File: src/rtl/core/gbn_pkg.sv
package gbn_pkg;

  localparam int unsigned SEQ_W        = 16;
  localparam int unsigned LEN_W        = 7;
  localparam int unsigned WIN_W        = 4;
  localparam int unsigned TMO_W        = 16;
  localparam int unsigned OP_W         = 2;
  localparam int unsigned ACT_W        = 2;
  localparam int unsigned SLOT_PORT_W  = 4;
  localparam int unsigned CFG_IDX_W    = 1;
  localparam int unsigned CFG_DATA_W   = 16;
  localparam int unsigned CNT_W        = WIN_W;

  localparam int unsigned WINDOW_MAX   = 8;
  localparam int unsigned MAX_SEGMENT  = 79;
  localparam int unsigned BUFFER_SLOTS = 16;

  localparam logic [WIN_W-1:0] WIN_RESET = WIN_W'(4);
  localparam logic [TMO_W-1:0] TMO_RESET = TMO_W'(1000);

  typedef enum logic [OP_W-1:0] {
    OP_SEGMENT = 2'd0,
    OP_END     = 2'd1,
    OP_ACK     = 2'd2,
    OP_TICK    = 2'd3
  } op_e;

  typedef enum logic [ACT_W-1:0] {
    ACT_SEND   = 2'd0,
    ACT_RETX   = 2'd1,
    ACT_EOT    = 2'd2,
    ACT_REFUSE = 2'd3
  } action_e;

  typedef enum logic [CFG_IDX_W-1:0] {
    REG_WINDOW_SIZE   = 1'd0,
    REG_TIMEOUT_TICKS = 1'd1
  } cfg_reg_e;

  typedef enum logic {
    CMD_SINGLE = 1'b0,
    CMD_BURST  = 1'b1
  } cmd_kind_e;

  // One command from the front to the back. For a burst, seq is the window
  // base and count the number of segments to resend.
  typedef struct packed {
    cmd_kind_e         kind;
    action_e           action;
    logic [SEQ_W-1:0]  seq;
    logic [LEN_W-1:0]  len;
    logic [CNT_W-1:0]  count;
  } cmd_t;

  typedef struct packed {
    logic              en;
    logic [SEQ_W-1:0]  seq;
    logic [LEN_W-1:0]  len;
  } mem_wr_t;

  typedef struct packed {
    logic burst_done;
  } back_status_t;

endpackage

File: src/rtl/core/go_back_n_sender_window_unit.sv
// Go-Back-N sender window.
// Input channel (in_valid_i/in_ready_o) carries one event word: a segment
// offer with its length, end of data, a cumulative ACK, or a timer tick.
// Output channel (out_valid_o/out_ready_i) carries result words: new sends,
// refusals, retransmits and end of transmission; last_o marks the final
// word caused by one event. The config channel writes window_size (index 0)
// and timeout_ticks (index 1); it is always ready.
// An accepted event's command is registered in the two-entry command queue,
// then its result word in the output register. Events that give at most one
// word are taken one per cycle while the queue has room.
// A timeout burst of n outstanding segments, at most eight, leaves the back
// end at one word per cycle while the output is free, after a registered
// slot-length read; events are held off from the timeout tick until the
// last burst word is loaded, since the slot-length memory port is then busy.
// When the receiver stalls, the output register holds its word, the queue
// fills, and in_ready_o drops.
// Reset clears window state, flags and the queue and loads window_size 4,
// timeout_ticks 1000; the slot-length memory is not cleared.
// BUFFER_SLOTS must be a power of two.
module go_back_n_sender_window_unit
  import gbn_pkg::*;
#(
  parameter int unsigned BUFFER_SLOTS = gbn_pkg::BUFFER_SLOTS
) (
  input  logic                   clk_i,
  input  logic                   rst_ni,
  input  logic                   cfg_valid_i,
  output logic                   cfg_ready_o,
  input  logic [CFG_IDX_W-1:0]   cfg_index_i,
  input  logic [CFG_DATA_W-1:0]  cfg_data_i,
  input  logic                   in_valid_i,
  output logic                   in_ready_o,
  input  logic [OP_W-1:0]        op_i,
  input  logic [LEN_W-1:0]       segment_length_i,
  input  logic [SEQ_W-1:0]       ack_number_i,
  output logic                   out_valid_o,
  input  logic                   out_ready_i,
  output logic [ACT_W-1:0]       action_o,
  output logic [SEQ_W-1:0]       seq_number_o,
  output logic [SLOT_PORT_W-1:0] buffer_slot_o,
  output logic [LEN_W-1:0]       byte_count_o,
  output logic                   last_o
);

  cmd_t         push_cmd;
  cmd_t         head_cmd;
  logic         push;
  logic         pop;
  logic         fifo_full;
  logic         fifo_empty;
  mem_wr_t      mem_wr;
  back_status_t back_status;

  // Front: config registers, window bookkeeping, event classification.
  gbn_front u_front (
    .clk_i            (clk_i),
    .rst_ni           (rst_ni),
    .cfg_valid_i      (cfg_valid_i),
    .cfg_ready_o      (cfg_ready_o),
    .cfg_index_i      (cfg_index_i),
    .cfg_data_i       (cfg_data_i),
    .in_valid_i       (in_valid_i),
    .in_ready_o       (in_ready_o),
    .op_i             (op_i),
    .segment_length_i (segment_length_i),
    .ack_number_i     (ack_number_i),
    .fifo_full_i      (fifo_full),
    .push_o           (push),
    .cmd_o            (push_cmd),
    .mem_wr_o         (mem_wr),
    .back_status_i    (back_status)
  );

  // Decouple the two sides.
  gbn_cmd_fifo u_fifo (
    .clk_i   (clk_i),
    .rst_ni  (rst_ni),
    .push_i  (push),
    .cmd_i   (push_cmd),
    .pop_i   (pop),
    .head_o  (head_cmd),
    .full_o  (fifo_full),
    .empty_o (fifo_empty)
  );

  // Back: slot-length memory, burst sequencer, output register.
  gbn_back #(
    .BUFFER_SLOTS (BUFFER_SLOTS)
  ) u_back (
    .clk_i         (clk_i),
    .rst_ni        (rst_ni),
    .head_i        (head_cmd),
    .empty_i       (fifo_empty),
    .pop_o         (pop),
    .mem_wr_i      (mem_wr),
    .status_o      (back_status),
    .out_valid_o   (out_valid_o),
    .out_ready_i   (out_ready_i),
    .action_o      (action_o),
    .seq_number_o  (seq_number_o),
    .buffer_slot_o (buffer_slot_o),
    .byte_count_o  (byte_count_o),
    .last_o        (last_o)
  );

endmodule

File: src/rtl/core/gbn_front.sv
module gbn_front
  import gbn_pkg::*;
(
  input  logic                  clk_i,
  input  logic                  rst_ni,
  input  logic                  cfg_valid_i,
  output logic                  cfg_ready_o,
  input  logic [CFG_IDX_W-1:0]  cfg_index_i,
  input  logic [CFG_DATA_W-1:0] cfg_data_i,
  input  logic                  in_valid_i,
  output logic                  in_ready_o,
  input  logic [OP_W-1:0]       op_i,
  input  logic [LEN_W-1:0]      segment_length_i,
  input  logic [SEQ_W-1:0]      ack_number_i,
  input  logic                  fifo_full_i,
  output logic                  push_o,
  output cmd_t                  cmd_o,
  output mem_wr_t               mem_wr_o,
  input  back_status_t          back_status_i
);

  logic [WIN_W-1:0] win_q;
  logic [TMO_W-1:0] tmo_q;
  logic [SEQ_W-1:0] base_q, base_d;
  logic [SEQ_W-1:0] next_q, next_d;
  logic [TMO_W-1:0] tcnt_q, tcnt_d;
  logic             run_q, run_d;
  logic             end_q, end_d;
  logic             fin_q, fin_d;
  logic             bpend_q, bpend_d;

  logic [WIN_W-1:0] win_eff;
  logic [TMO_W-1:0] limit;
  logic [SEQ_W-1:0] outs;
  logic [SEQ_W-1:0] ack_off;
  logic [SEQ_W-1:0] ack_next;
  logic [TMO_W-1:0] tcnt_inc;
  logic [LEN_W-1:0] len_sat;
  logic             accept;

  assign cfg_ready_o = 1'b1;
  assign in_ready_o  = !fifo_full_i && !bpend_q;
  assign accept      = in_valid_i && in_ready_o;

  always_comb begin
    if (win_q == '0) begin
      win_eff = WIN_W'(1);
    end else if (win_q > WIN_W'(WINDOW_MAX)) begin
      win_eff = WIN_W'(WINDOW_MAX);
    end else begin
      win_eff = win_q;
    end
  end

  assign limit    = (tmo_q == '0) ? TMO_W'(1) : tmo_q;
  assign outs     = next_q - base_q;
  assign ack_off  = ack_number_i - base_q;
  assign ack_next = ack_number_i + SEQ_W'(1);
  assign tcnt_inc = tcnt_q + TMO_W'(1);
  assign len_sat  = (segment_length_i > LEN_W'(MAX_SEGMENT)) ? LEN_W'(MAX_SEGMENT)
                                                             : segment_length_i;

  always_comb begin
    base_d   = base_q;
    next_d   = next_q;
    tcnt_d   = tcnt_q;
    run_d    = run_q;
    end_d    = end_q;
    fin_d    = fin_q;
    bpend_d  = bpend_q;
    push_o   = 1'b0;
    cmd_o    = '{kind: CMD_SINGLE, action: ACT_SEND, seq: next_q, len: len_sat,
                 count: '0};
    mem_wr_o = '{en: 1'b0, seq: next_q, len: len_sat};

    if (back_status_i.burst_done) begin
      bpend_d = 1'b0;
    end

    if (accept && !fin_q) begin
      unique case (op_e'(op_i))
        OP_SEGMENT: begin
          if (!end_q) begin
            push_o = 1'b1;
            if (outs >= SEQ_W'(win_eff)) begin
              cmd_o.action = ACT_REFUSE;
            end else begin
              mem_wr_o.en = 1'b1;
              if (outs == '0) begin
                run_d  = 1'b1;
                tcnt_d = '0;
              end
              next_d = next_q + SEQ_W'(1);
            end
          end
        end
        OP_END: begin
          end_d = 1'b1;
          if (outs == '0) begin
            push_o       = 1'b1;
            cmd_o.action = ACT_EOT;
            cmd_o.len    = '0;
            fin_d        = 1'b1;
            run_d        = 1'b0;
            tcnt_d       = '0;
          end
        end
        OP_ACK: begin
          if (ack_off < outs) begin
            base_d = ack_next;
            tcnt_d = '0;
            if (next_q == ack_next) begin
              run_d = 1'b0;
              if (end_q) begin
                push_o       = 1'b1;
                cmd_o.action = ACT_EOT;
                cmd_o.len    = '0;
                fin_d        = 1'b1;
              end
            end else begin
              run_d = 1'b1;
            end
          end
        end
        OP_TICK: begin
          if (run_q) begin
            if (tcnt_inc >= limit) begin
              tcnt_d = '0;
              if (outs != '0) begin
                push_o       = 1'b1;
                bpend_d      = 1'b1;
                cmd_o.kind   = CMD_BURST;
                cmd_o.action = ACT_RETX;
                cmd_o.seq    = base_q;
                cmd_o.count  = (outs > SEQ_W'(WINDOW_MAX)) ? CNT_W'(WINDOW_MAX)
                                                           : outs[CNT_W-1:0];
              end
            end else begin
              tcnt_d = tcnt_inc;
            end
          end
        end
        default: ;
      endcase
    end
  end

  always_ff @(posedge clk_i or negedge rst_ni) begin
    if (!rst_ni) begin
      win_q <= WIN_RESET;
      tmo_q <= TMO_RESET;
    end else if (cfg_valid_i && cfg_ready_o) begin
      unique case (cfg_reg_e'(cfg_index_i))
        REG_WINDOW_SIZE:   win_q <= cfg_data_i[WIN_W-1:0];
        REG_TIMEOUT_TICKS: tmo_q <= cfg_data_i[TMO_W-1:0];
        default: ;
      endcase
    end
  end

  always_ff @(posedge clk_i or negedge rst_ni) begin
    if (!rst_ni) begin
      base_q  <= '0;
      next_q  <= '0;
      tcnt_q  <= '0;
      run_q   <= 1'b0;
      end_q   <= 1'b0;
      fin_q   <= 1'b0;
      bpend_q <= 1'b0;
    end else begin
      base_q  <= base_d;
      next_q  <= next_d;
      tcnt_q  <= tcnt_d;
      run_q   <= run_d;
      end_q   <= end_d;
      fin_q   <= fin_d;
      bpend_q <= bpend_d;
    end
  end

endmodule

File: src/rtl/core/gbn_cmd_fifo.sv
module gbn_cmd_fifo
  import gbn_pkg::*;
(
  input  logic clk_i,
  input  logic rst_ni,
  input  logic push_i,
  input  cmd_t cmd_i,
  input  logic pop_i,
  output cmd_t head_o,
  output logic full_o,
  output logic empty_o
);

  cmd_t       entry_q [2];
  logic       wr_ptr_q, wr_ptr_d;
  logic       rd_ptr_q, rd_ptr_d;
  logic [1:0] count_q, count_d;
  logic       do_push, do_pop;

  assign full_o  = (count_q == 2'd2);
  assign empty_o = (count_q == 2'd0);
  assign head_o  = entry_q[rd_ptr_q];
  assign do_push = push_i && !full_o;
  assign do_pop  = pop_i && !empty_o;

  always_comb begin
    wr_ptr_d = wr_ptr_q ^ do_push;
    rd_ptr_d = rd_ptr_q ^ do_pop;
    count_d  = count_q + 2'(do_push) - 2'(do_pop);
  end

  always_ff @(posedge clk_i) begin
    if (do_push) begin
      entry_q[wr_ptr_q] <= cmd_i;
    end
  end

  always_ff @(posedge clk_i or negedge rst_ni) begin
    if (!rst_ni) begin
      wr_ptr_q <= 1'b0;
      rd_ptr_q <= 1'b0;
      count_q  <= 2'd0;
    end else begin
      wr_ptr_q <= wr_ptr_d;
      rd_ptr_q <= rd_ptr_d;
      count_q  <= count_d;
    end
  end

endmodule

File: src/rtl/core/gbn_back.sv
module gbn_back
  import gbn_pkg::*;
#(
  parameter int unsigned BUFFER_SLOTS = gbn_pkg::BUFFER_SLOTS
) (
  input  logic                   clk_i,
  input  logic                   rst_ni,
  input  cmd_t                   head_i,
  input  logic                   empty_i,
  output logic                   pop_o,
  input  mem_wr_t                mem_wr_i,
  output back_status_t           status_o,
  output logic                   out_valid_o,
  input  logic                   out_ready_i,
  output logic [ACT_W-1:0]       action_o,
  output logic [SEQ_W-1:0]       seq_number_o,
  output logic [SLOT_PORT_W-1:0] buffer_slot_o,
  output logic [LEN_W-1:0]       byte_count_o,
  output logic                   last_o
);

  localparam int unsigned SLOT_W = $clog2(BUFFER_SLOTS);

  typedef enum logic [1:0] {
    S_IDLE  = 2'b01,
    S_BURST = 2'b10
  } state_e;

  state_e           state_q, state_d;
  logic [SEQ_W-1:0] base_q, base_d;
  logic [CNT_W-1:0] num_q, num_d;
  logic [CNT_W-1:0] cnt_q, cnt_d;

  logic [LEN_W-1:0] slot_len_q [BUFFER_SLOTS];
  logic [LEN_W-1:0] rd_data_q;
  logic             rd_en;
  logic [SEQ_W-1:0] rd_seq;

  logic             out_valid_q, out_valid_d;
  action_e          action_q, action_d;
  logic [SEQ_W-1:0] seq_q, seq_d;
  logic [LEN_W-1:0] len_q, len_d;
  logic             last_q, last_d;
  logic             load;
  logic             out_free;
  logic             burst_last;
  logic [SEQ_W-1:0] burst_seq;

  assign out_free   = !out_valid_q || out_ready_i;
  assign burst_seq  = base_q + SEQ_W'(cnt_q);
  assign burst_last = (CNT_W'(cnt_q + CNT_W'(1)) == num_q);

  always_comb begin
    state_d    = state_q;
    base_d     = base_q;
    num_d      = num_q;
    cnt_d      = cnt_q;
    pop_o      = 1'b0;
    rd_en      = 1'b0;
    rd_seq     = head_i.seq;
    load       = 1'b0;
    action_d   = action_q;
    seq_d      = seq_q;
    len_d      = len_q;
    last_d     = last_q;
    status_o   = '{burst_done: 1'b0};

    unique case (state_q)
      S_IDLE: begin
        if (!empty_i) begin
          if (head_i.kind == CMD_BURST) begin
            // Fetch the base slot while taking the command.
            pop_o   = 1'b1;
            rd_en   = 1'b1;
            base_d  = head_i.seq;
            num_d   = head_i.count;
            cnt_d   = '0;
            state_d = S_BURST;
          end else if (out_free) begin
            pop_o    = 1'b1;
            load     = 1'b1;
            action_d = head_i.action;
            seq_d    = head_i.seq;
            len_d    = head_i.len;
            last_d   = 1'b1;
          end
        end
      end
      S_BURST: begin
        if (out_free) begin
          load     = 1'b1;
          action_d = ACT_RETX;
          seq_d    = burst_seq;
          len_d    = rd_data_q;
          last_d   = burst_last;
          if (burst_last) begin
            status_o.burst_done = 1'b1;
            state_d             = S_IDLE;
          end else begin
            rd_en  = 1'b1;
            rd_seq = burst_seq + SEQ_W'(1);
            cnt_d  = cnt_q + CNT_W'(1);
          end
        end
      end
      default: state_d = S_IDLE;
    endcase
  end

  always_comb begin
    if (load) begin
      out_valid_d = 1'b1;
    end else if (out_ready_i) begin
      out_valid_d = 1'b0;
    end else begin
      out_valid_d = out_valid_q;
    end
  end

  always_ff @(posedge clk_i) begin
    if (mem_wr_i.en) begin
      slot_len_q[mem_wr_i.seq[SLOT_W-1:0]] <= mem_wr_i.len;
    end
    if (rd_en) begin
      rd_data_q <= slot_len_q[rd_seq[SLOT_W-1:0]];
    end
  end

  always_ff @(posedge clk_i) begin
    action_q <= action_d;
    seq_q    <= seq_d;
    len_q    <= len_d;
    last_q   <= last_d;
    base_q   <= base_d;
    num_q    <= num_d;
  end

  always_ff @(posedge clk_i or negedge rst_ni) begin
    if (!rst_ni) begin
      state_q     <= S_IDLE;
      cnt_q       <= '0;
      out_valid_q <= 1'b0;
    end else begin
      state_q     <= state_d;
      cnt_q       <= cnt_d;
      out_valid_q <= out_valid_d;
    end
  end

  assign out_valid_o   = out_valid_q;
  assign action_o      = action_q;
  assign seq_number_o  = seq_q;
  assign buffer_slot_o = SLOT_PORT_W'(seq_q[SLOT_W-1:0]);
  assign byte_count_o  = len_q;
  assign last_o        = last_q;

endmodule

File: config.mk
export PLATFORM = sky130hd
export DESIGN_NAME = go_back_n_sender_window_unit
export DESIGN_NICKNAME = d
export VERILOG_FILES = /design/src/rtl/core/gbn_pkg.sv /design/src/rtl/core/go_back_n_sender_window_unit.sv /design/src/rtl/core/gbn_front.sv /design/src/rtl/core/gbn_cmd_fifo.sv /design/src/rtl/core/gbn_back.sv
export SDC_FILE = /design/constraint.sdc
export NUM_CORES = 1
export LEC_CHECK = 0
export ABC_CLOCK_PERIOD_IN_PS = 5200
export BUFFER_PORTS_ARGS = -buffer_cell sky130_fd_sc_hd__buf_2
export CAP_MARGIN = 30
export CORE_MARGIN = 2
export CORE_UTILIZATION = 49
export CTS_CLUSTER_DIAMETER = 50
export CTS_CLUSTER_SIZE = 40
export DETAILED_ROUTE_END_ITERATION = 7
export GPL_TIMING_DRIVEN = 0
export PLACE_DENSITY_LB_ADDON = 0.15
export SLEW_MARGIN = 10
export SYNTH_ARGS = -nofsm -noshare
export SYNTH_HDL_FRONTEND = slang
export SYNTH_SLANG_ARGS = --single-unit
File: constraint.sdc
create_clock -name clk_i -period 5.2 [get_ports clk_i]
set_clock_uncertainty 0.15 [all_clocks]
set_input_delay 0.52 -clock clk_i [delete_from_list [all_inputs] [get_ports clk_i]]
set_output_delay 0.52 -clock clk_i [all_outputs]
set_load 0.02 [all_outputs]
### Word-level counts from Yosys, hierarchy flattened

Memory sizes are Yosys's and may differ from the RTL's. A register that Yosys moved wholly into a read port is not among the register bits.
Index checks and enable logic that the tools add are counted.

* memories kept: 2
* output and inout port bits: 33
* memory bits (writable): 172
* input bits: 47
* register bits after elaboration: 129

* reductions and logical operators: 33
* magnitude comparators: 6
* eq/ne operators: 23
* add/subtract/negate cells: 10
* muxes and demuxes: 119
* bitwise gates (word level): 6

Memory list
* u_back.slot_len_q: depth 16, bits a word 7, rd ports 1, clocked after memory_dff 1, write ports 1, line gbn_back.sv:34 `logic [LEN_W-1:0] slot_len_q [BUFFER_SLOTS];`
* u_fifo.entry_q: depth 2, bits a word 30, rd ports 1, clocked after memory_dff 0, write ports 1, line gbn_cmd_fifo.sv:14 `cmd_t entry_q [2];`

Operator list (number)
* $mux 16: 12
* $pmux 16 s4: 1
* $mux 7: 9
* $mux 19: 3
* $mux 4: 14
* $mux 1: 52
* $add 16x1->16 const B: 3
* $logic_not 16->1: 2
* $pmux 16 s2: 1
* $sub 16x16->16: 2
* $mux 30: 1
* $mux 2: 14
* $pmux 7 s2: 2
* $ne 2x1->1 const B: 9
* $add 16x4->16: 1
* $eq 16x16->1: 1
* $ge 16x16->1: 1
* $ge 16x4->1: 1
* $gt 16x4->1 const B: 1
* $lt 16x16->1: 1
* $reduce_bool 16->1: 1
* $reduce_and 5->1: 3
* $ne 2x2->1 const B: 6
* $add 4x1->4 const B: 2
* 27 further kinds: 54

### Logic depth before layout (Yosys ltp)

* depth in word-level cells: 11
* depth in mapped cells: 24
* mapped depth without buffers: 24

### By module

Synthesis repeated with hierarchy kept, for this count alone.

* cells, all modules: 1447
* area, all modules: 16960.0 um^2

By module, submodules not included
* gbn_back: seq. area each 5131.2 um^2, cells an instance 536, area an instance 7503.4 um^2, times used 1
* gbn_front: seq. area each 1810.5 um^2, cells an instance 798, area an instance 7064.3 um^2, times used 1
* gbn_cmd_fifo: seq. area each 1901.8 um^2, cells an instance 113, area an instance 2392.3 um^2, times used 1

### Worst setup path before layout

No wires, ideal clock.

* kind: input-to-reg
* start point: input port ack_number_i[1]
* end point: memory u_fifo.entry_q[1][0] (netlist bit), enable pin
* slack: 5 ps
* setup time: 390 ps
* data arrival time: 4655 ps
* stages on the path: 20
* cells stage by stage: ha_1 > nor2b_1 > o21ai_0 > nand2b_1 > a21o_1 > a31o_2 > a41o_1 > o41a_1 > a21o_1 > a21oi_1 > xnor2_1 > ha_1 > a21o_1 > a21oi_1 > o31ai_1 > a21oi_1 > nand3_1 > nor2_1 > o41a_1 > ha_1

* longest elaborated chain between the ends: 9
* elaborated cells between the ends (all ways): 11
* those cells by class: 2 x add/sub; 1 x order compare; 1 x eq/ne; 6 x mux; 1 x reduce/logical

RTL lines
* start: declaration: line go_back_n_sender_window_unit.sv:35 `input logic [SEQ_W-1:0] ack_number_i,`
* branches (longest 3 deep; another with $sub 16x16->16)
* $mux 1 (*): line gbn_front.sv:109 `if (ack_off < outs) begin`
* $pmux 1 s4 (*): line gbn_front.sv:81 `unique case (op_e'(op_i))`
* $mux 1 (*): line gbn_front.sv:80 `if (accept && !fin_q) begin`
* $logic_and 1x1->1 (*): line gbn_cmd_fifo.sv:23 `assign do_push = push_i && !full_o;`
* $mux 1 (*): line gbn_cmd_fifo.sv:33 `if (do_push) begin`
* $mux 1 (not written as such) (*): line gbn_cmd_fifo.sv:34 `entry_q[wr_ptr_q] <= cmd_i;`
* end: declaration: line gbn_cmd_fifo.sv:14

Every way passes the cells marked *.

### Final worst setup path

* start point: register u_front.base_q[1]
* end point: register u_front.tcnt_q[2]

* longest elaborated chain between the ends: 6
* elaborated cells between the ends (all ways): 12
* those cells by class: 2 x add/sub; 2 x order compare; 2 x eq/ne; 4 x mux; 2 x reduce/logical

RTL lines
* start: declaration: line gbn_front.sv:24 `logic [SEQ_W-1:0] base_q, base_d;`
* start signal: assignment: line gbn_front.sv:171 `base_q <= base_d;`
* branches (longest 6 deep; another with $sub 16x16->16)
* end signal: assignment: line gbn_front.sv:173 `tcnt_q <= tcnt_d;`
* end: declaration: line gbn_front.sv:26 `logic [TMO_W-1:0] tcnt_q, tcnt_d;`

Parallel ways; which one is timed is not known. The select of a mux whose other input is x is not followed.
A chain may end at the register's enable or synchronous reset.

==> flow_metrics.tcl <==
set metrics [dict create \
    antenna_found_initial 0 \
    drt_first_pass_iters 5 \
    vias 10900 \
    ioPinCount 80 \
    syn-num-nets 1520 \
    status "complete, no violations" \
    critPathKind "reg -> reg" \
    clkLatencyLatePin_ns 0.58 \
    htree_levels 1 \
    maxCapViolations 0 \
    timing.hold.ws_ns 0.0225 \
    placedCellCount 1915 \
    die_x_um 187 \
    drv_slew 0 \
    synth_top_cell_area_share 0.410 \
    rr_worst_depth 21 \
    fin_area_um2 19100 \
    max_slew.worst_pin.slew_ns 1.01 \
    grt-ovfl-total 0 \
    fin_cells 1993 \
    fin_crit_sh 0.979 \
    netlist_area_um2 16500 \
    syn_area_per_cell_um2 11.9 \
    crit_arrival_ns 5.41 \
    place_area_um2 17500 \
    rows 67 \
    gp_congestion 0.860 \
    async_flop_share 0.269 \
    wirelength_mm 36.5 \
    drc_errors 0 \
    finalHoldViolations 0 \
    synth_edf_count 225 \
    areaGrowthSynthToFinish_pct 15.9 \
    drt_iter0_markers 651 \
    clock.fmax_ghz 0.197 \
    grt_pass1_vias 10600 \
    grt_pass1_wl_mm 57.9 \
    die_y_um 187 \
    cts-root-buf "clkbuf_16" \
    ys_seq_area_frac 0.537 \
    final_common_cell "edfxtp_1" \
    cts_max_path_buffers 3 \
    die-area_um2 35100 \
    setup-violations-final 0 \
    cts_tree "yes" \
    hold_class "in -> reg" \
    grt_max_degree 45 \
    yosysTopAreaCell "edfxtp_1" \
    ys_ff_latch 308 \
    required_ns 5.52 \
    hold_path_depth 2 \
    diodes 0 \
    post-route-util 0.574 \
    ir_worst_vdd_mv 0.280 \
    start_kind "register" \
    synthTopCellsByArea "edfxtp_1 (41%), dfrtp_1 (11%), mux2i_1 (7.4%), ha_1 (6.7%), mux2_2 (3.3%)" \
    drive_above_1_share 0.185 \
    cts_buffers 31 \
    hpwlAfterDp_mm 27.0 \
    critPathCaptureType "register" \
    final_cell_mix "edfxtp_1 (225), mux2i_1 (121), nor2_1 (100)" \
    syn_inst 1382 \
    ys_warn_count 0 \
    max_slew_margin 0.325 \
    nNetsFinal 1658 \
    min_period_ns 5.09 \
    synth_cell_types 70 \
    port_buffers 78 \
    cp_max_fo 8 \
    clock-sinks 308 \
    setup_tns_ns 0 \
    synth_flop_cell "edfxtp_1" \
    placeableCoreArea_um2 33300 \
    initial_utilization 0.495 \
    routedWlPerCell_um 18.3 \
    p_per_area_nw_per_um2 499 \
    viasPerCell 5.45 \
    path_clk_slew_ns 0.07 \
    grt.total_usage 0.208 \
    p_leak_nw 7.60 \
    detail-route-antenna-nets 0 \
]
==> cell usage after synthesis (all sizes together) (20+ instances only) <==
cell type / instances
a21o: 24
a21oi: 55
buf: 23
clkbuf: 28
dfrtp: 75
edfxtp: 225
ha: 88
inv: 80
mux2: 48
mux2i: 121
nand2: 84
nand3: 42
nor2: 103
nor2b: 21
nor3: 20
o21ai: 51
xnor2: 52
xor2: 48
==> cell type report <==
type | count | area, um^2
Tap cell | 448 | 561
Sequential cell | 308 | 8850
Multi-Input combinational cell | 943 | 7290
Clock buffer | 34 | 797
Timing Repair Buffer | 105 | 692
Buffer | 51 | 243
Clock inverter | 24 | 370
Fill cell | 2765 | 14200
Inverter | 80 | 303
==> critical path, cell delays in order (launching register included) <==
cell and delay (ns):
dfrtp_2 0.45, inv_4 0.08, ha_1 0.21, nor2b_1 0.12, o21ai_1 0.15, nand2b_1 0.10, a21o_1 0.18, a31o_2 0.21
a41o_1 0.25, o41a_1 0.44, xor2_1 0.17, ha_1 0.30, a21oi_2 0.18, o211ai_1 0.13, a211oi_2 0.29, o31ai_4 0.10
a21oi_4 0.26, nor2_4 0.07, nor3_4 0.20, a21oi_4 0.12, or3_4 0.43, o41ai_2 0.37
==> power by group <==
part	total, mW	switching [mW]	internal, mW
combinational	3.82	2.26	1.57
sequential	3.24	0.171	3.07
clock	2.46	1.11	1.35
total	9.52	3.54	5.98
==> cell families after synthesis <==
kind of cell    count (synthesis)  synth area share
compound gates                212            0.0865
xor+xnor                      100            0.0532
fa+ha+maj                      91            0.0705
buf+inv                       131            0.0324
flops                         308             0.537
mux                           169             0.106
other cells                     1          0.000228
simple gates                  370             0.114
==> routing by layer <==
metal / global-route usage / wire, um / up-vias
li1: - / - / 5331
met1: 0.307 / 17800 / 5280
met2: 0.335 / 16600 / 213
met3: 0.0253 / 1460 / 42
met4: 0.0400 / 678 / 0
met5: 0 / 0 / -
==> sequential cells by signal, indices dropped and copies added (netlist names), 4 cells and up <==
name and count:
u_back.cnt_q 4, u_front.win_q 4, u_back.slot_len_q 112, u_back.base_q 16, u_back.seq_number_o 16, u_back.byte_count_o 7, u_fifo.entry_q 60, u_front.tcnt_q 16
u_back.rd_data_q 7, u_front.base_q 16, u_back.num_q 4, u_front.next_q 16, u_front.tmo_q 16
==> per-stage QoR <==
stage	power, mW	setup WS, ns
3_5_place_dp	6.89	-0.986
5_1_grt	10.1	-0.0349
6_report	9.52	0.111
4_1_cts	9.45	0.0104
3_3_place_gp	6.78	-1.43
2_1_floorplan	5.94	0.00545
==> timing repair <==
item,in CTS,in global routing
gates resized for setup,19,27
hold endpoints to repair,34,0
gates cloned,0,0
setup buffers,9,8
pin swaps,6,20
hold buffers,3,0
endpoints found under the setup margin,128,140
==> path summary, 6_finish.rpt <==
path	slack (ns)	to	from
hold reg to reg	0.34	u_front.fin_q	u_front.fin_q
setup reg to reg	0.11	u_front.tcnt_q[2]	u_front.base_q[1]
max in group asynchronous	3.88	u_back.state_q[0]	rst_ni
hold / removal	0.02	u_front.tmo_q[10]	cfg_data_i[10]
min in group asynchronous	0.33	u_front.win_q[1]	rst_ni
setup / recovery	0.11	u_front.tcnt_q[2]	u_front.base_q[1]
No activity file was read; power rests on OpenSTA's default activity.
